$ cat src/rtl/gne_pkg.sv
// gne_pkg: shared types, codes, move tables and helpers of the grid neighbour expander
// no dependencies; used by every file of the block but gne_map
package gne_pkg;

  localparam int COORD_W   = 6;
  localparam int DIM_W     = 7;
  localparam int CFG_IDX_W = 2;
  localparam int NSLOT     = 8;

  localparam logic ACT_TOGGLE = 1'b0;
  localparam logic ACT_EXPAND = 1'b1;

  localparam logic [CFG_IDX_W-1:0] REG_GRID_WIDTH  = 2'd0;
  localparam logic [CFG_IDX_W-1:0] REG_GRID_HEIGHT = 2'd1;
  localparam logic [CFG_IDX_W-1:0] REG_MOVE_MODE   = 2'd2;

  localparam logic [DIM_W-1:0] GRID_DIM_RESET = 7'd64;
  localparam logic             MOVE_MODE_RESET = 1'b0;

  typedef struct packed {
    logic signed [1:0] dx;
    logic signed [1:0] dy;
  } step_t;

  typedef struct packed {
    logic [DIM_W-1:0] width;
    logic [DIM_W-1:0] height;
    logic             mode8;
  } cfg_t;

  typedef struct packed {
    logic [COORD_W-1:0] x;
    logic [COORD_W-1:0] y;
    logic               mode8;
    logic               odd;
    logic               now_blocked;
    logic               out_of_grid;
    logic [NSLOT-1:0]   open_mask;
  } job_t;

  localparam step_t ORDER_EVEN4 [4] = '{
    '{2'sd0, 2'sd1}, '{2'sd0, -2'sd1}, '{-2'sd1, 2'sd0}, '{2'sd1, 2'sd0}
  };
  localparam step_t ORDER_ODD4 [4] = '{
    '{2'sd1, 2'sd0}, '{-2'sd1, 2'sd0}, '{2'sd0, -2'sd1}, '{2'sd0, 2'sd1}
  };
  localparam step_t ORDER8 [8] = '{
    '{2'sd1, 2'sd0}, '{2'sd0, -2'sd1}, '{-2'sd1, 2'sd0}, '{2'sd0, 2'sd1},
    '{-2'sd1, -2'sd1}, '{-2'sd1, 2'sd1}, '{2'sd1, -2'sd1}, '{2'sd1, 2'sd1}
  };

  // straight slots flanking each diagonal slot of the eight-way order
  localparam logic [1:0] DIAG_SIDE_A [4] = '{2'd2, 2'd2, 2'd0, 2'd0};
  localparam logic [1:0] DIAG_SIDE_B [4] = '{2'd1, 2'd3, 2'd1, 2'd3};

  function automatic step_t step_sel(input logic mode8, input logic odd,
                                     input logic [2:0] slot);
    step_t s;
    if (mode8) begin
      s = ORDER8[slot];
    end else if (odd) begin
      s = ORDER_ODD4[slot[1:0]];
    end else begin
      s = ORDER_EVEN4[slot[1:0]];
    end
    return s;
  endfunction

  // one step off the cell; minus one wraps to all ones, which never fits the grid
  function automatic logic [DIM_W-1:0] nbr_coord(input logic [COORD_W-1:0] c,
                                                 input logic signed [1:0] d);
    return {1'b0, c} + {{(DIM_W-2){d[1]}}, d};
  endfunction

endpackage

$ cat src/rtl/gne_nbr.sv
// gne_nbr: map clearing sweep, request decode, toggle read-modify-write and neighbour scan
// depends on gne_pkg; drives gne_map and hands finished jobs to gne_out
module gne_nbr #(
  parameter int MAX_WIDTH  = 64,
  parameter int DEPTH      = 4096,
  parameter int AW         = 12
) (
  input  logic                        clk,
  input  logic                        rst_n,
  input  gne_pkg::cfg_t               cfg,
  input  logic                        in_valid,
  output logic                        in_ready,
  input  logic                        in_action,
  input  logic [gne_pkg::COORD_W-1:0] in_x,
  input  logic [gne_pkg::COORD_W-1:0] in_y,
  output logic                        job_valid,
  input  logic                        job_ready,
  output gne_pkg::job_t               job,
  output logic                        map_en,
  output logic                        map_we,
  output logic [AW-1:0]               map_addr,
  output logic                        map_wdata,
  input  logic                        map_rdata
);

  localparam logic [2:0] S_CLEAR  = 3'd0;
  localparam logic [2:0] S_IDLE   = 3'd1;
  localparam logic [2:0] S_TOGGLE = 3'd2;
  localparam logic [2:0] S_SCAN   = 3'd3;
  localparam logic [2:0] S_HAND   = 3'd4;

  localparam logic [AW-1:0] LAST_ADDR = AW'(DEPTH - 1);

  function automatic logic [AW-1:0] addr_of(input logic [gne_pkg::DIM_W-1:0] ax,
                                            input logic [gne_pkg::DIM_W-1:0] ay);
    return AW'(32'(ay) * 32'(MAX_WIDTH) + 32'(ax));
  endfunction

  logic [2:0]                  state_r, state_nxt;
  logic [AW-1:0]               clr_addr_r, clr_addr_nxt;
  logic [AW-1:0]               addr_r, addr_nxt;
  logic [gne_pkg::COORD_W-1:0] x_r, x_nxt, y_r, y_nxt;
  logic                        mode_r, mode_nxt, odd_r, odd_nxt;
  logic [3:0]                  slot_r, slot_nxt;
  logic                        pend_r, pend_nxt, pinb_r, pinb_nxt;
  logic [2:0]                  pslot_r, pslot_nxt;
  logic [gne_pkg::NSLOT-1:0]   mask_r, mask_nxt, mask_upd;
  gne_pkg::job_t               job_r, job_nxt;

  gne_pkg::step_t              cur_step;
  logic [gne_pkg::DIM_W-1:0]   px, py;
  logic                        slot_inb, cell_inb, issue, accept, corner_ok, opn;
  logic [3:0]                  last_slot;
  logic [1:0]                  dslot;

  always_comb begin
    cur_step  = gne_pkg::step_sel(mode_r, odd_r, slot_r[2:0]);
    px        = gne_pkg::nbr_coord(x_r, cur_step.dx);
    py        = gne_pkg::nbr_coord(y_r, cur_step.dy);
    slot_inb  = (px < cfg.width) && (py < cfg.height);
    cell_inb  = ({1'b0, in_x} < cfg.width) && ({1'b0, in_y} < cfg.height);
    last_slot = mode_r ? 4'd7 : 4'd3;
    issue     = (state_r == S_SCAN) && (slot_r <= last_slot);
    in_ready  = (state_r == S_IDLE);
    accept    = in_valid && in_ready;
    dslot     = pslot_r[1:0];
    corner_ok = !(mode_r && pslot_r[2]) ||
                (mask_r[{1'b0, gne_pkg::DIAG_SIDE_A[dslot]}] &&
                 mask_r[{1'b0, gne_pkg::DIAG_SIDE_B[dslot]}]);
    opn       = pinb_r && !map_rdata && corner_ok;
    mask_upd  = mask_r | (gne_pkg::NSLOT'(opn) << pslot_r);
  end

  always_comb begin
    state_nxt    = state_r;
    clr_addr_nxt = clr_addr_r;
    addr_nxt     = addr_r;
    x_nxt        = x_r;
    y_nxt        = y_r;
    mode_nxt     = mode_r;
    odd_nxt      = odd_r;
    slot_nxt     = slot_r;
    pend_nxt     = pend_r;
    pinb_nxt     = pinb_r;
    pslot_nxt    = pslot_r;
    mask_nxt     = mask_r;
    job_nxt      = job_r;
    map_en       = 1'b0;
    map_we       = 1'b0;
    map_addr     = '0;
    map_wdata    = 1'b0;
    unique case (state_r)
      S_CLEAR: begin
        map_en       = 1'b1;
        map_we       = 1'b1;
        map_addr     = clr_addr_r;
        clr_addr_nxt = clr_addr_r + AW'(1);
        if (clr_addr_r == LAST_ADDR) begin
          state_nxt = S_IDLE;
        end
      end
      S_IDLE: begin
        if (accept) begin
          job_nxt = '0;
          if (!cell_inb) begin
            job_nxt.out_of_grid = 1'b1;
            state_nxt           = S_HAND;
          end else if (in_action == gne_pkg::ACT_TOGGLE) begin
            map_en    = 1'b1;
            map_addr  = addr_of({1'b0, in_x}, {1'b0, in_y});
            addr_nxt  = map_addr;
            state_nxt = S_TOGGLE;
          end else begin
            x_nxt     = in_x;
            y_nxt     = in_y;
            mode_nxt  = cfg.mode8;
            odd_nxt   = in_x[0] ^ in_y[0];
            slot_nxt  = '0;
            pend_nxt  = 1'b0;
            mask_nxt  = '0;
            state_nxt = S_SCAN;
          end
        end
      end
      S_TOGGLE: begin
        map_en              = 1'b1;
        map_we              = 1'b1;
        map_addr            = addr_r;
        map_wdata           = !map_rdata;
        job_nxt.now_blocked = !map_rdata;
        state_nxt           = S_HAND;
      end
      S_SCAN: begin
        pend_nxt = issue;
        if (issue) begin
          map_en    = slot_inb;
          map_addr  = addr_of(px, py);
          slot_nxt  = slot_r + 4'd1;
          pslot_nxt = slot_r[2:0];
          pinb_nxt  = slot_inb;
        end
        if (pend_r) begin
          mask_nxt = mask_upd;
          if (pslot_r == last_slot[2:0]) begin
            job_nxt.x         = x_r;
            job_nxt.y         = y_r;
            job_nxt.mode8     = mode_r;
            job_nxt.odd       = odd_r;
            job_nxt.open_mask = mask_upd;
            state_nxt         = S_HAND;
          end
        end
      end
      S_HAND: begin
        if (job_ready) begin
          state_nxt = S_IDLE;
        end
      end
      default: begin
        state_nxt = S_IDLE;
      end
    endcase
  end

  assign job_valid = (state_r == S_HAND);
  assign job       = job_r;

  always_ff @(posedge clk) begin
    if (!rst_n) begin
      state_r    <= S_CLEAR;
      clr_addr_r <= '0;
      pend_r     <= 1'b0;
    end else begin
      state_r    <= state_nxt;
      clr_addr_r <= clr_addr_nxt;
      pend_r     <= pend_nxt;
    end
  end

  always_ff @(posedge clk) begin
    addr_r  <= addr_nxt;
    x_r     <= x_nxt;
    y_r     <= y_nxt;
    mode_r  <= mode_nxt;
    odd_r   <= odd_nxt;
    slot_r  <= slot_nxt;
    pinb_r  <= pinb_nxt;
    pslot_r <= pslot_nxt;
    mask_r  <= mask_nxt;
    job_r   <= job_nxt;
  end

endmodule

$ cat config.mk
export PLATFORM = sky130hd
export DESIGN_NAME = gne_nbr
export DESIGN_NICKNAME = d
export VERILOG_FILES = /design/src/rtl/gne_pkg.sv /design/src/rtl/gne_nbr.sv
export SDC_FILE = /design/constraint.sdc
export NUM_CORES = 1
export LEC_CHECK = 0
export ABC_AREA = 1
export BUFFER_PORTS_ARGS = -buffer_cell sky130_fd_sc_hd__buf_2
export CORE_AREA = 5 5 100 102
export DETAILED_ROUTE_END_ITERATION = 8
export DIE_AREA = 0 0 105 107
export GPL_TIMING_DRIVEN = 0
export PLACE_DENSITY = 0.81
export SLEW_MARGIN = 15
export SYNTH_ARGS = -nofsm -noshare
export SYNTH_HDL_FRONTEND = slang
export SYNTH_SLANG_ARGS = --single-unit
$ cat constraint.sdc
create_clock -name clk -period 3.7 [get_ports clk]
set_input_delay 0.185 -clock clk [delete_from_list [all_inputs] [get_ports clk]]
set_output_delay 0.185 -clock clk [all_outputs]
set_load 0.005 [all_outputs]
==> results.md <==
| Parameter | Value | Unit |
| --- | --- | --- |
| Antenna Diode Count | 0 | - |
| Number of ports placed on the die boundary | 74 | - |
| Vias per cell | 5.45 | - |
| Final-layout fill cell count | 681 | - |
| Clock period minus worst slack | 3930 | ps |
| Initial cell density of the core | 0.557 | - |
| Count of placed standard cells including taps | 783 | - |
| Total clock buffers created by CTS | 9 | - |
| Unique cell type count in the Yosys netlist | 38 | - |
| Power per cell area | 284 | nW/µm² |
| Area of the multi-input gates | 2550 | µm² |
| TritonCTS sink count | 82 | - |
| Placement row count | 35 | - |
| Startpoint type of the worst setup path | register | - |
| Placeable core area | 9020 | µm² |
| Area growth syn-to-layout | 23.7 | % |
| Full die area | 11200 | µm² |
| CTS tree | done | - |
| Remaining global-route overflow | 0 | - |
| Number of non-filler instances in the completed layout | 823 | - |
| Pin count of the biggest net entering global routing | 22 | - |
| Largest voltage drop on the vdd net | 0.189 | mV |
| Global-route wire length before repair | 20200 | µm |
| Detailed-route wire length | 13100 | µm |
| Mapped Cells | 598 | - |
| Most common cell after layout, fill and taps aside | nand2_1 | - |
| Worst hold slack | 29.7 | ps |
| Tcrit/Tclk final | 1.06 | - |
| Status | finished, violations left | - |
| Last weighted congestion value of the routability-driven placer | 0.954 | - |
| Share of post-route cells with drive strength above 1 | 0.272 | - |
| Setup CP Type | register to primary output | - |
| Sequential area share after synthesis | 0.458 | - |
| Chip Height | 107 | µm |
| Crit path setup slack, layout | -233 | ps |
| Worst Hold Class | input pin to register | - |
| Setup Skew | 13.7 | ps |
| Dpl ws | -262 | ps |
| CTS Root Cell | clkbuf_8 | - |
| Clock latency on the worst-skew pair | 360 | ps |
| Estimated wirelength of the detail-placed design | 9350 | µm |
| Die span in x | 105 | µm |
| RSZ-0062 raised after global routing | true | - |
| Count of endpoints failing setup in the final report | 6 | - |
| Fmax | 254 | MHz |
| Worst Tran Pin Value | 879 | ps |
| Post-DR wirelength/cell | 15.9 | µm |
| Maximum clock insertion buffer count | 2 | - |
| Vias | 4489 | - |
| Via count of the first global-routing pass | 4337 | - |
| CTS clock-pin slew for the worst setup and hold paths | 80 | ps |
| Standard cell area after detailed placement | 5550 | µm² |
| Yosys warning count | 0 | - |
| Failing checks | setup timing | - |
| # nets final | 784 | - |
| Setup crit end kind | primary output | - |
| Overall Global Routing Usage | 0.225 | - |
| Most frequent cells in the layout | nand2_1, inv_1, buf_2 | - |
| Post-Syn Nets | 675 | - |
| CP Max Fanout | 4 | - |
| Total number of H-tree levels | 3 | - |
| Hold-fix buffer count after cts | 0 | - |
| Number of remaining DRC errors | 0 | - |
| Finished layout cell area | 6220 | µm² |
| Total of flip-flops plus latches after synthesis | 82 | - |
| Total count of max-transition violations in the final report | 0 | - |
| Average cell area after synthesis | 8.41 | µm² |
| DR pass1 iterations | 5 | - |
| Number of violations of the max-capacitance limit | 0 | - |
| Post-synthesis instance area | 5030 | µm² |
| Number of endpoints with negative hold slack in the final report | 0 | - |
| Required time at the endpoint of the critical path | 3510 | ps |
| Fraction of the core area covered by cells at the end of the flow | 0.690 | - |
| Drt first-iter violations | 296 | - |
| Sequential standard cell area | 2300 | µm² |
| Static power due to leakage | 2.84 | nW |
| Data arrival time at the worst-slack endpoint | 3750 | ps |
| Number of input and output port buffers inserted | 73 | - |
| Post-DRT Antenna Nets | 0 | - |
| Max-slew headroom at the worst pin | 0.414 | - |
| Antenna violations before repair | 0 | - |
-- layout make-up --
class / instances / area share
clock buffers: 9 / 0.0199
well taps: 111 / 0.0223
inverters: 107 / 0.0648
plain buffers: 7 / 0.00744
multi-input cells: 401 / 0.410
clock inverters: 7 / 0.0123
flip-flops and latches: 82 / 0.370
repair buffers: 99 / 0.0931
-- where the power goes --
part / internal (mW) / total (mW) / switching, mW
Clock: 0.318 / 0.663 / 0.345
Sequential: 0.989 / 0.993 / 0.00333
Combinational: 0.0439 / 0.113 / 0.0693
-- stage by stage --
stage | setup TNS, ps | power, mW
floorplan | 0 | 1.07
global placement | -136 | 1.12
detailed placement | -519 | 1.12
CTS | -350 | 1.77
global route | -1750 | 1.83
finish | -954 | 1.77
-- path summary, 6_finish.rpt --
path                                start          end  slack, ps  cells past startpoint
worst max register to register  slot_r[0]       pinb_r        360                     19
worst max-delay path            slot_r[0]  map_addr[8]       -230                     21
worst min-delay path               cfg[0]       mode_r         30                      1
worst min register to register     pend_r       pend_r        470                      2
-- registers in the layout, indices dropped and copies added, names as in the netlist, 3 cells and up --
name	cells
mask_r	8
pslot_r	3
y_r	6
addr_r	12
slot_r	4
x_r	6
clr_addr_r	12
job	24
state_r	3
-- critical path, cell delays in order (launching register included) --
cell      delay, ps
edfxtp_1        470
inv_2           140
ha_4            150
nor2_1           40
nor2_1          110
a32o_2          240
inv_2            70
fa_2            370
nor2_2          130
o21ai_2          80
nand2_1          80
nand2_2          70
nand2_2         110
a21oi_4          80
xor2_4          180
buf_6           140
ha_4            160
ha_4            150
or2_4           220
a31oi_1         160
nand2_1         100
buf_2           140
-- logic make-up after synthesis --
kind of cell / share of synthesized area
XOR/XNOR: 0.0105
AND/OR/NAND/NOR: 0.242
adder cells (fa/ha/maj): 0.112
flip-flops: 0.458
buffers and inverters: 0.0901
AO/OA/AOI/OAI: 0.0868
-- routing by layer --
metal	track usage	vias up	routed length [µm]
met1	0.279	2067	5440
met4	0.126	0	555
met5	0	-	0
met2	0.365	197	6230
li1	-	2177	-
met3	0.0476	48	846
-- what timing repair did --
item                       4_1_cts  5_1_grt
gates resized for setup         40       35
cloned                           0        0
setup endpoints to repair        8        6
buffers inserted                20        7
pin swaps                       30       22
-- Yosys cell counts, drive strengths merged --
master	number	area share
a32o	2	0.0040
o211a	1	0.0020
inv	106	0.079
clkinv	1	0.00099
and2	2	0.0025
xor2	3	0.0052
or2	3	0.0037
ha	42	0.10
xnor2	3	0.0052
dfxtp	16	0.064
clkbuf	5	0.0040
nor3	8	0.0080
nand2	133	0.10
o21ai	29	0.029
nand3	39	0.047
nand4	4	0.0050
nor3b	1	0.0015
edfxtp	66	0.39
a31oi	5	0.0062
o211ai	1	0.0015
nand3b	2	0.0030
o31ai	1	0.0015
a211oi	1	0.0015
nor2	78	0.069
a22oi	1	0.0015
a21oi	40	0.040
buf	3	0.0060
fa	2	0.0080
(Power assumes the default switching activity.)
