--- config.mk ---
export PLATFORM = sky130hd
export DESIGN_NAME = gne_out
export DESIGN_NICKNAME = d
export VERILOG_FILES = /design/src/rtl/gne_pkg.sv /design/src/rtl/gne_out.sv
export SDC_FILE = /design/constraint.sdc
export NUM_CORES = 1
export LEC_CHECK = 0
export BUFFER_PORTS_ARGS = -buffer_cell sky130_fd_sc_hd__buf_2
export CORE_ASPECT_RATIO = 1.5
export CORE_MARGIN = 2
export CORE_UTILIZATION = 41
export CTS_CLUSTER_DIAMETER = 100
export DETAILED_ROUTE_END_ITERATION = 7
export PLACE_DENSITY = 0.69
export SLEW_MARGIN = 30
export SYNTH_ARGS = -nofsm -noshare
export SYNTH_HDL_FRONTEND = slang
export SYNTH_SLANG_ARGS = --single-unit
--- constraint.sdc ---
create_clock -name clk -period 3.2 [get_ports clk]
set_input_delay 0.64 -clock clk [delete_from_list [all_inputs] [get_ports clk]]
set_output_delay 0.64 -clock clk [all_outputs]
set_load 0.05 [all_outputs]
--- src/rtl/gne_pkg.sv ---
// gne_pkg: shared types, codes, move tables and helpers of the grid neighbour expander
// no dependencies; used by every file of the block but gne_map
package gne_pkg;

  localparam int COORD_W   = 6;
  localparam int DIM_W     = 7;
  localparam int CFG_IDX_W = 2;
  localparam int NSLOT     = 8;

  localparam logic ACT_TOGGLE = 1'b0;
  localparam logic ACT_EXPAND = 1'b1;

  localparam logic [CFG_IDX_W-1:0] REG_GRID_WIDTH  = 2'd0;
  localparam logic [CFG_IDX_W-1:0] REG_GRID_HEIGHT = 2'd1;
  localparam logic [CFG_IDX_W-1:0] REG_MOVE_MODE   = 2'd2;

  localparam logic [DIM_W-1:0] GRID_DIM_RESET = 7'd64;
  localparam logic             MOVE_MODE_RESET = 1'b0;

  typedef struct packed {
    logic signed [1:0] dx;
    logic signed [1:0] dy;
  } step_t;

  typedef struct packed {
    logic [DIM_W-1:0] width;
    logic [DIM_W-1:0] height;
    logic             mode8;
  } cfg_t;

  typedef struct packed {
    logic [COORD_W-1:0] x;
    logic [COORD_W-1:0] y;
    logic               mode8;
    logic               odd;
    logic               now_blocked;
    logic               out_of_grid;
    logic [NSLOT-1:0]   open_mask;
  } job_t;

  localparam step_t ORDER_EVEN4 [4] = '{
    '{2'sd0, 2'sd1}, '{2'sd0, -2'sd1}, '{-2'sd1, 2'sd0}, '{2'sd1, 2'sd0}
  };
  localparam step_t ORDER_ODD4 [4] = '{
    '{2'sd1, 2'sd0}, '{-2'sd1, 2'sd0}, '{2'sd0, -2'sd1}, '{2'sd0, 2'sd1}
  };
  localparam step_t ORDER8 [8] = '{
    '{2'sd1, 2'sd0}, '{2'sd0, -2'sd1}, '{-2'sd1, 2'sd0}, '{2'sd0, 2'sd1},
    '{-2'sd1, -2'sd1}, '{-2'sd1, 2'sd1}, '{2'sd1, -2'sd1}, '{2'sd1, 2'sd1}
  };

  // straight slots flanking each diagonal slot of the eight-way order
  localparam logic [1:0] DIAG_SIDE_A [4] = '{2'd2, 2'd2, 2'd0, 2'd0};
  localparam logic [1:0] DIAG_SIDE_B [4] = '{2'd1, 2'd3, 2'd1, 2'd3};

  function automatic step_t step_sel(input logic mode8, input logic odd,
                                     input logic [2:0] slot);
    step_t s;
    if (mode8) begin
      s = ORDER8[slot];
    end else if (odd) begin
      s = ORDER_ODD4[slot[1:0]];
    end else begin
      s = ORDER_EVEN4[slot[1:0]];
    end
    return s;
  endfunction

  // one step off the cell; minus one wraps to all ones, which never fits the grid
  function automatic logic [DIM_W-1:0] nbr_coord(input logic [COORD_W-1:0] c,
                                                 input logic signed [1:0] d);
    return {1'b0, c} + {{(DIM_W-2){d[1]}}, d};
  endfunction

endpackage

--- src/rtl/gne_out.sv ---
// gne_out: result emitter, walks the open-neighbour mask of a job into registered results
// depends on gne_pkg
module gne_out (
  input  logic                        clk,
  input  logic                        rst_n,
  input  logic                        job_valid,
  output logic                        job_ready,
  input  gne_pkg::job_t               job,
  output logic                        out_valid,
  input  logic                        out_ready,
  output logic [gne_pkg::COORD_W-1:0] out_next_x,
  output logic [gne_pkg::COORD_W-1:0] out_next_y,
  output logic                        out_has_next,
  output logic                        out_now_blocked,
  output logic                        out_out_of_grid,
  output logic                        out_last
);

  logic                        active_r, out_valid_r;
  gne_pkg::job_t               job_r;
  logic [gne_pkg::NSLOT-1:0]   rem_r, rest;
  logic [2:0]                  pick;
  gne_pkg::step_t              st;
  logic [gne_pkg::DIM_W-1:0]   nx, ny;
  logic                        advance;
  logic [gne_pkg::COORD_W-1:0] next_x_r, next_y_r;
  logic                        has_next_r, now_blocked_r, out_of_grid_r, last_r;

  always_comb begin
    pick = '0;
    for (int k = gne_pkg::NSLOT - 1; k >= 0; k--) begin
      if (rem_r[k]) begin
        pick = 3'(k);
      end
    end
    rest    = rem_r & ~(gne_pkg::NSLOT'(1) << pick);
    st      = gne_pkg::step_sel(job_r.mode8, job_r.odd, pick);
    nx      = gne_pkg::nbr_coord(job_r.x, st.dx);
    ny      = gne_pkg::nbr_coord(job_r.y, st.dy);
    advance = active_r && (!out_valid_r || out_ready);
  end

  assign job_ready = !active_r;

  always_ff @(posedge clk) begin
    if (!rst_n) begin
      active_r    <= 1'b0;
      out_valid_r <= 1'b0;
    end else begin
      if (advance) begin
        out_valid_r <= 1'b1;
      end else if (out_ready) begin
        out_valid_r <= 1'b0;
      end
      if (job_valid && job_ready) begin
        active_r <= 1'b1;
      end else if (advance && (rest == '0)) begin
        active_r <= 1'b0;
      end
    end
  end

  always_ff @(posedge clk) begin
    if (job_valid && job_ready) begin
      job_r <= job;
      rem_r <= job.open_mask;
    end else if (advance) begin
      rem_r <= rest;
    end
    if (advance) begin
      if (rem_r == '0) begin
        next_x_r      <= '0;
        next_y_r      <= '0;
        has_next_r    <= 1'b0;
        now_blocked_r <= job_r.now_blocked;
        out_of_grid_r <= job_r.out_of_grid;
        last_r        <= 1'b1;
      end else begin
        next_x_r      <= nx[gne_pkg::COORD_W-1:0];
        next_y_r      <= ny[gne_pkg::COORD_W-1:0];
        has_next_r    <= 1'b1;
        now_blocked_r <= 1'b0;
        out_of_grid_r <= 1'b0;
        last_r        <= (rest == '0);
      end
    end
  end

  assign out_valid       = out_valid_r;
  assign out_next_x      = next_x_r;
  assign out_next_y      = next_y_r;
  assign out_has_next    = has_next_r;
  assign out_now_blocked = now_blocked_r;
  assign out_out_of_grid = out_of_grid_r;
  assign out_last        = last_r;

endmodule

==> flow_summary_export.csv, run 1 <==
group,metric,value,unit
floorplan,coreArea,5700,um2
job,maxCapViolations,0,
timing,hold_viol,0,
synthesis,yosys-top-cells-area,"edfxtp_1, ha_1, o21ai_0",
routing,wirelength,4.55,mm
placement,io_buffers,45,
clock_tree,cts_tree,"yes",
finish,multi_input_area,1040,um2
synthesis,synth_cells,209,
floorplan,start_util,41.8,%
synthesis,seq_area_frac_synth,52.1,%
synthesis,synth_edf_count,40,
placement,dp_hpwl,3.38,mm
synthesis,async_flop_share,0,%
power,peakVddDrop,228,uV
power,leakage,1.15,nW
routing,drtPass1Iterations,4,
grt,grt_pass1_wl,7.07,mm
routing,drc,0,
routing,ant_nets,0,
finish,final_area,2840,um2
synthesis,yosysWarnings,0,
synthesis,synth_area,2380,um2
timing,slew_headroom,65.1,%
synthesis,synth_area_per_cell,11.4,um2
grt,grt_usage,14.2,%
clock_tree,cts_sinks,42,
timing,report.final.slew_viol_count,0,
timing,setup_ws,0.169,ns
grt,antenna_found_initial,0,
floorplan,dieArea,6450,um2
placement,place_congestion,0.870,
routing,drtIter0Drc,123,
power,p_per_area,578,nW/um2
synthesis,syn-num-nets,249,
synthesis,ys_types,56,
placement,dpl-instance-area,2670,um2
timing,rsz0062_at_grt,"yes",
finish,utilization,49.8,%
critical_path,critPathMaxFanout,6,
floorplan,ios,46,
critical_path,path_class,"flop to flop",
finish,num-nets-final,304,
grt,grt_pass1_vias,1644,
status,status,"finished, final reports clean",
synthesis,synth-seq-cells,42,
synthesis,synth_top_area_share,50.4,%
timing,period_minus_slack,3.03,ns
finish,regArea,1240,um2
timing,fin_skew,0.0110,ns
timing,holdWs,0.519,ns
timing,tightest_slew,0.522,ns
floorplan,die_w,66.3,um
finish,nFillCells,549,
routing,vias_per_cell,5.15,
synthesis,yosys.area.top_type,"edfxtp_1",
finish,syn_to_final_growth,19.2,%
clock_tree,clk_latency,0.29,ns
placement,dp_worst_setup_slack,0.147,ns
min_path,hp-class,"flop to flop",
critical_path,startpoint_type,"flop",
timing,finalSetupViolations,0,
floorplan,num_rows,34,
routing,post_drt_wl_per_cell,13.5,um
clock_tree,root_buffer,"clkbuf_8",
synthesis,ys.flop_type,"edfxtp_1",
grt,grt_overflow,0,
grt,grt_max_degree,23,
timing,finalCritPeriodShare,94.7,%
critical_path,critPathCaptureType,"flop",
critical_path,timing.critical_path.required,3.34,ns
critical_path,arrival,3.17,ns
timing,max_freq,0.330,GHz
finish,final_layout_size_suffix_gt1_share,30.9,%
floorplan,die_h,97.4,um
clock_tree,cts.path.max_buffers,2,
routing,route.vias.total,1734,
clock_tree,htreeDepth,2,
clock_tree,numCtsBuffers,5,
finish,antenna_cells,0,
clock_tree,clk_pin_slew,0.08,ns
synthesized netlist by cell type (2+ instances only):
master / n
a211oi_1: 4
a21o_1: 4
a21oi_1: 6
a31oi_1: 3
and2_1: 4
buf_2: 2
buf_4: 2
buf_6: 4
dfxtp_1: 2
edfxtp_1: 40
fa_1: 2
ha_1: 10
inv_1: 14
nand2_1: 14
nand2b_1: 5
nor2_1: 14
nor2b_1: 6
nor3_1: 4
nor3b_1: 4
nor4b_1: 2
o21ai_0: 21
o221ai_1: 2
o31ai_1: 2
or2_4: 2
or4_4: 2
xor2_1: 4
worst max-delay path: stages (launching register included):
cell,delay [ns]
edfxtp_1,0.47
nand2b_1,0.20
a221oi_1,0.36
or4_4,0.21
nand3_2,0.16
ha_1,0.39
o21ai_0,0.14
or4b_1,0.54
a31oi_1,0.19
nand4_1,0.14
o21ai_2,0.09
where the power goes:
group / internal [mW] / switching (mW) / leakage (nW)
Combinational: 0.196 / 0.324 / 0.697
Clock: 0.233 / 0.168 / 0.0524
Sequential: 0.684 / 0.0383 / 0.399
placed cells by master (no fill, tap or decap), drive strengths merged, types with 2 or more instances in the layout:
cell type,synthesis,layout
nand3,2,2
a31oi,3,3
and2,4,4
nand2,14,14
a21oi,8,8
nor2,14,14
xor2,4,4
ha,10,10
edfxtp,40,40
a21o,4,4
or4,2,2
clkbuf,1,8
or2,4,4
nor4,2,2
o21ai,23,23
nand2b,5,5
dfxtp,2,2
o221ai,2,2
a211oi,4,4
nor4b,2,2
fa,2,2
nor3b,4,4
o31ai,2,2
inv,15,15
buf,8,56
nor2b,6,6
nor3,5,5
final timing paths:
kind | start | end | slack [ns] | depth (start not counted)
setup / recovery | rem_r[6]$_DFFE_PP_ | out_next_y[5]$_SDFFCE_PN0P_ | 0.17 | 10
hold / removal | job_r[9]$_DFFE_PP_ | out_now_blocked$_SDFFCE_PP0P_ | 0.52 | 1
hold reg to reg | job_r[9]$_DFFE_PP_ | out_now_blocked$_SDFFCE_PP0P_ | 0.52 | 1
setup reg to reg | rem_r[6]$_DFFE_PP_ | out_next_y[5]$_SDFFCE_PN0P_ | 0.17 | 10
what timing repair did:
item,4_1_cts,5_1_grt
hold endpoints to repair,0,0
gates resized for setup,0,3
buffers inserted,0,7
setup endpoints to repair,0,2
hold buffers,0,0
flip-flops by register name, indices dropped and copies added (netlist names):
| name | cells |
|---|---|
| job_r | 16 |
| out_now_blocked | 1 |
| out_last | 1 |
| active_r | 1 |
| out_valid | 1 |
| rem_r | 8 |
| out_out_of_grid | 1 |
| out_next_y | 6 |
| out_has_next | 1 |
| out_next_x | 6 |
cell families after synthesis:
kind of cell / synth area share (%)
fa+ha+maj: 6.93
mux: 0.420
flops: 52.1
simple gates: 17.9
compound gates: 15.4
xor+xnor: 1.84
buf+inv: 5.46
per-layer routing:
metal	wire length, um	global-route usage, %
met5	0	0
met4	95	5.97
met3	194	3.13
met2	2530	26.0
met1	1730	14.8
cell type report:
class | instances | area share, %
sequential | 42 | 43.7
clock inverter | 1 | 1.06
clock buffer | 7 | 2.69
multi-input combinational | 143 | 36.5
timing repair buffer | 57 | 10.9
inverter | 15 | 1.98
tap | 72 | 3.17
through the flow:
stage | cells | total power, mW | TNS [ns]
floorplan | 209 | 1.12 | 0
global placement | 322 | 1.21 | 0
detailed placement | 322 | 1.22 | 0
CTS | 330 | 1.63 | 0
global route | 337 | 1.74 | -0.0403
finish | 337 | 1.64 | 0
Note: power is estimated with default switching activity, not from simulation.
==> inputs of run 2 (changes only) <==
--- a/config.mk
+++ b/config.mk
@@ -12,6 +12,7 @@
 export CTS_CLUSTER_DIAMETER = 100
 export DETAILED_ROUTE_END_ITERATION = 7
 export PLACE_DENSITY = 0.69
+export SETUP_SLACK_MARGIN = 0.5
 export SLEW_MARGIN = 30
 export SYNTH_ARGS = -nofsm -noshare
 export SYNTH_HDL_FRONTEND = slang
==> flow_summary_export.csv, run 2 (synthesis gave the netlist of run 1 again) <==
group,metric,value,unit
grt,grt_pass1_vias,1788,
power,peakVddDrop,250,uV
critical_path,cp_cell_sequence,"buf_4 > or2_4 > or4_4 > nand3_4 > ha_4 > a211oi_4 > or4b_4 > a31oi_1 > nand4_1 > o21ai_2",
grt,grt_usage,16.0,%
routing,vias_per_cell,5.33,
floorplan,start_util,41.8,%
status,status,"finished, final reports clean",
critical_path,r2r_start,"rem_r[1]$_DFFE_PP_",
job,maxCapViolations,0,
routing,wirelength,5.51,mm
clock_tree,postCtsHoldBufs,0,
critical_path,r2r_cells,10,
clock_tree,cts.path.max_buffers,2,
timing,slew_headroom,50.4,%
timing,finalSetupViolations,0,
timing,fin_skew,0.00760,ns
finish,syn_to_final_growth,40.0,%
floorplan,ios,46,
finish,fin_cells,370,
floorplan,coreArea,5700,um2
finish,final_cell_mix,"buf_2, edfxtp_1, buf_4",
finish,largest_register_ff_count,16,
clock_tree,clk_latency,0.30,ns
timing,hold_viol,0,
timing,max_freq,0.352,GHz
finish,layout_commonest_cell,"buf_2",
timing,tightest_slew,0.738,ns
placement,place_congestion,0.871,
routing,post_drt_wl_per_cell,14.9,um
critical_path,critPathMaxFanout,5,
critical_path,rr_endpoint,"out_next_y[5]$_SDFFCE_PN0P_",
clock_tree,htreeDepth,2,
clock_tree,clk_pin_slew,0.08,ns
power,power.total,1.87,mW
critical_path,rrSetupSlack,0.36,ns
finish,num-nets-final,337,
placement,dp_hpwl,3.21,mm
placement,dp_worst_setup_slack,0.236,ns
grt,grt_max_degree,33,
placement,dp_cells,323,
placement,io_buffers,45,
timing,tns,0,ns
critical_path,crit_path_max_incr_delay,0.54,ns
timing,finalCritPeriodShare,88.9,%
routing,ant_nets,0,
critical_path,crit_slowest_cell,"or4_4",
critical_path,arrival,3.00,ns
floorplan,dieArea,6450,um2
finish,regMostFlops,"job_r",
critical_path,startpoint_type,"flop",
critical_path,critPathCaptureType,"flop",
timing,rsz0062_at_grt,"yes",
timing,report.final.slew_viol_count,0,
clock_tree,root_buffer,"clkbuf_8",
floorplan,num_rows,34,
critical_path,path_class,"flop to flop",
critical_path,worst_path_dominant_cell_family,"simple AND/OR/NAND/NOR gates",
critical_path,timing.critical_path.required,3.35,ns
routing,drc,0,
finish,antenna_cells,0,
finish,utilization,58.5,%
clock_tree,cts_tree,"yes",
timing,setup_ws,0.356,ns
floorplan,die_h,97.4,um
power,leakage,1.35,nW
routing,drtPass1Iterations,4,
min_path,min_to,"out_valid$_SDFFE_PN0P_",
power,p_per_area,561,nW/um2
min_path,hold_depth,2,
finish,final_layout_size_suffix_gt1_share,48.7,%
routing,drtIter0Drc,107,
routing,route.vias.total,1972,
finish,reg_top3,"job_r (16), rem_r (8)",
clock_tree,cts_sinks,42,
min_path,hp-start,"out_valid$_SDFFE_PN0P_",
timing,period_minus_slack,2.84,ns
critical_path,crit_buf_inv,1,
grt,grt_pass1_wl,7.96,mm
grt,antenna_found_initial,0,
min_path,hp-class,"flop to flop",
clock_tree,numCtsBuffers,5,
floorplan,die_w,66.3,um
grt,grt_overflow,0,
-- run 2: how the worst max path moves through the flow --
stage                             from  cells after the start                          end
finish              rem_r[1]$_DFFE_PP_                     10  out_next_y[5]$_SDFFCE_PN0P_
global route        rem_r[3]$_DFFE_PP_                     12  out_next_x[5]$_SDFFCE_PN0P_
CTS                 rem_r[2]$_DFFE_PP_                     11  out_next_y[5]$_SDFFCE_PN0P_
detailed placement  rem_r[4]$_DFFE_PP_                     10  out_next_y[5]$_SDFFCE_PN0P_
global placement    rem_r[4]$_DFFE_PP_                     10  out_next_y[5]$_SDFFCE_PN0P_
floorplan           rem_r[1]$_DFFE_PP_                     11  out_next_y[5]$_SDFFCE_PN0P_
-- run 2: tightest hold or removal path, cell delays in order, from the launching register on --
cell	delay, ns
dfxtp_1	0.31
nand2b_1	0.08
a21boi_0	0.08
-- run 2: area by class of cell --
cell class / count / area [um2]
clock buffer: 5 / 68.8
clock inverter: 3 / 40.0
fill: 486 / 2360
inverter: 15 / 56.3
multi-input combinational: 143 / 1250
sequential: 42 / 1240
tap: 72 / 90.1
timing repair buffer: 90 / 591
-- run 2: timing repair --
item / in CTS / in global routing
buffers inserted: 26 / 13
pin swaps: 23 / 28
resized for setup: 28 / 19
endpoints found under the setup margin: 4 / 6
-- run 2: per-layer routing --
metal	vias up	GRT usage (%)	part of all wire (%)
met5	-	0	0
met4	0	7.69	2.6
met3	16	3.48	4.6
met2	61	28.3	55
met1	943	17.4	37
li1	952	-	-
-- run 2: report_power, final --
part / switching (mW) / internal, mW / leakage, nW
logic: 0.412 / 0.335 / 0.892
clock network: 0.179 / 0.230 / 0.0579
registers: 0.0343 / 0.684 / 0.399
-- run 2: stage by stage --
| step | hold slack [ns] | area [um2] |
|---|---|---|
| final | 0.507 | 3340 |
| after global routing | 0.503 | 3340 |
| after CTS | 0.506 | 3110 |
| after detailed placement | 0.499 | 2690 |
| after global placement | 0.490 | 2690 |
| after floorplan | 0.497 | 2400 |
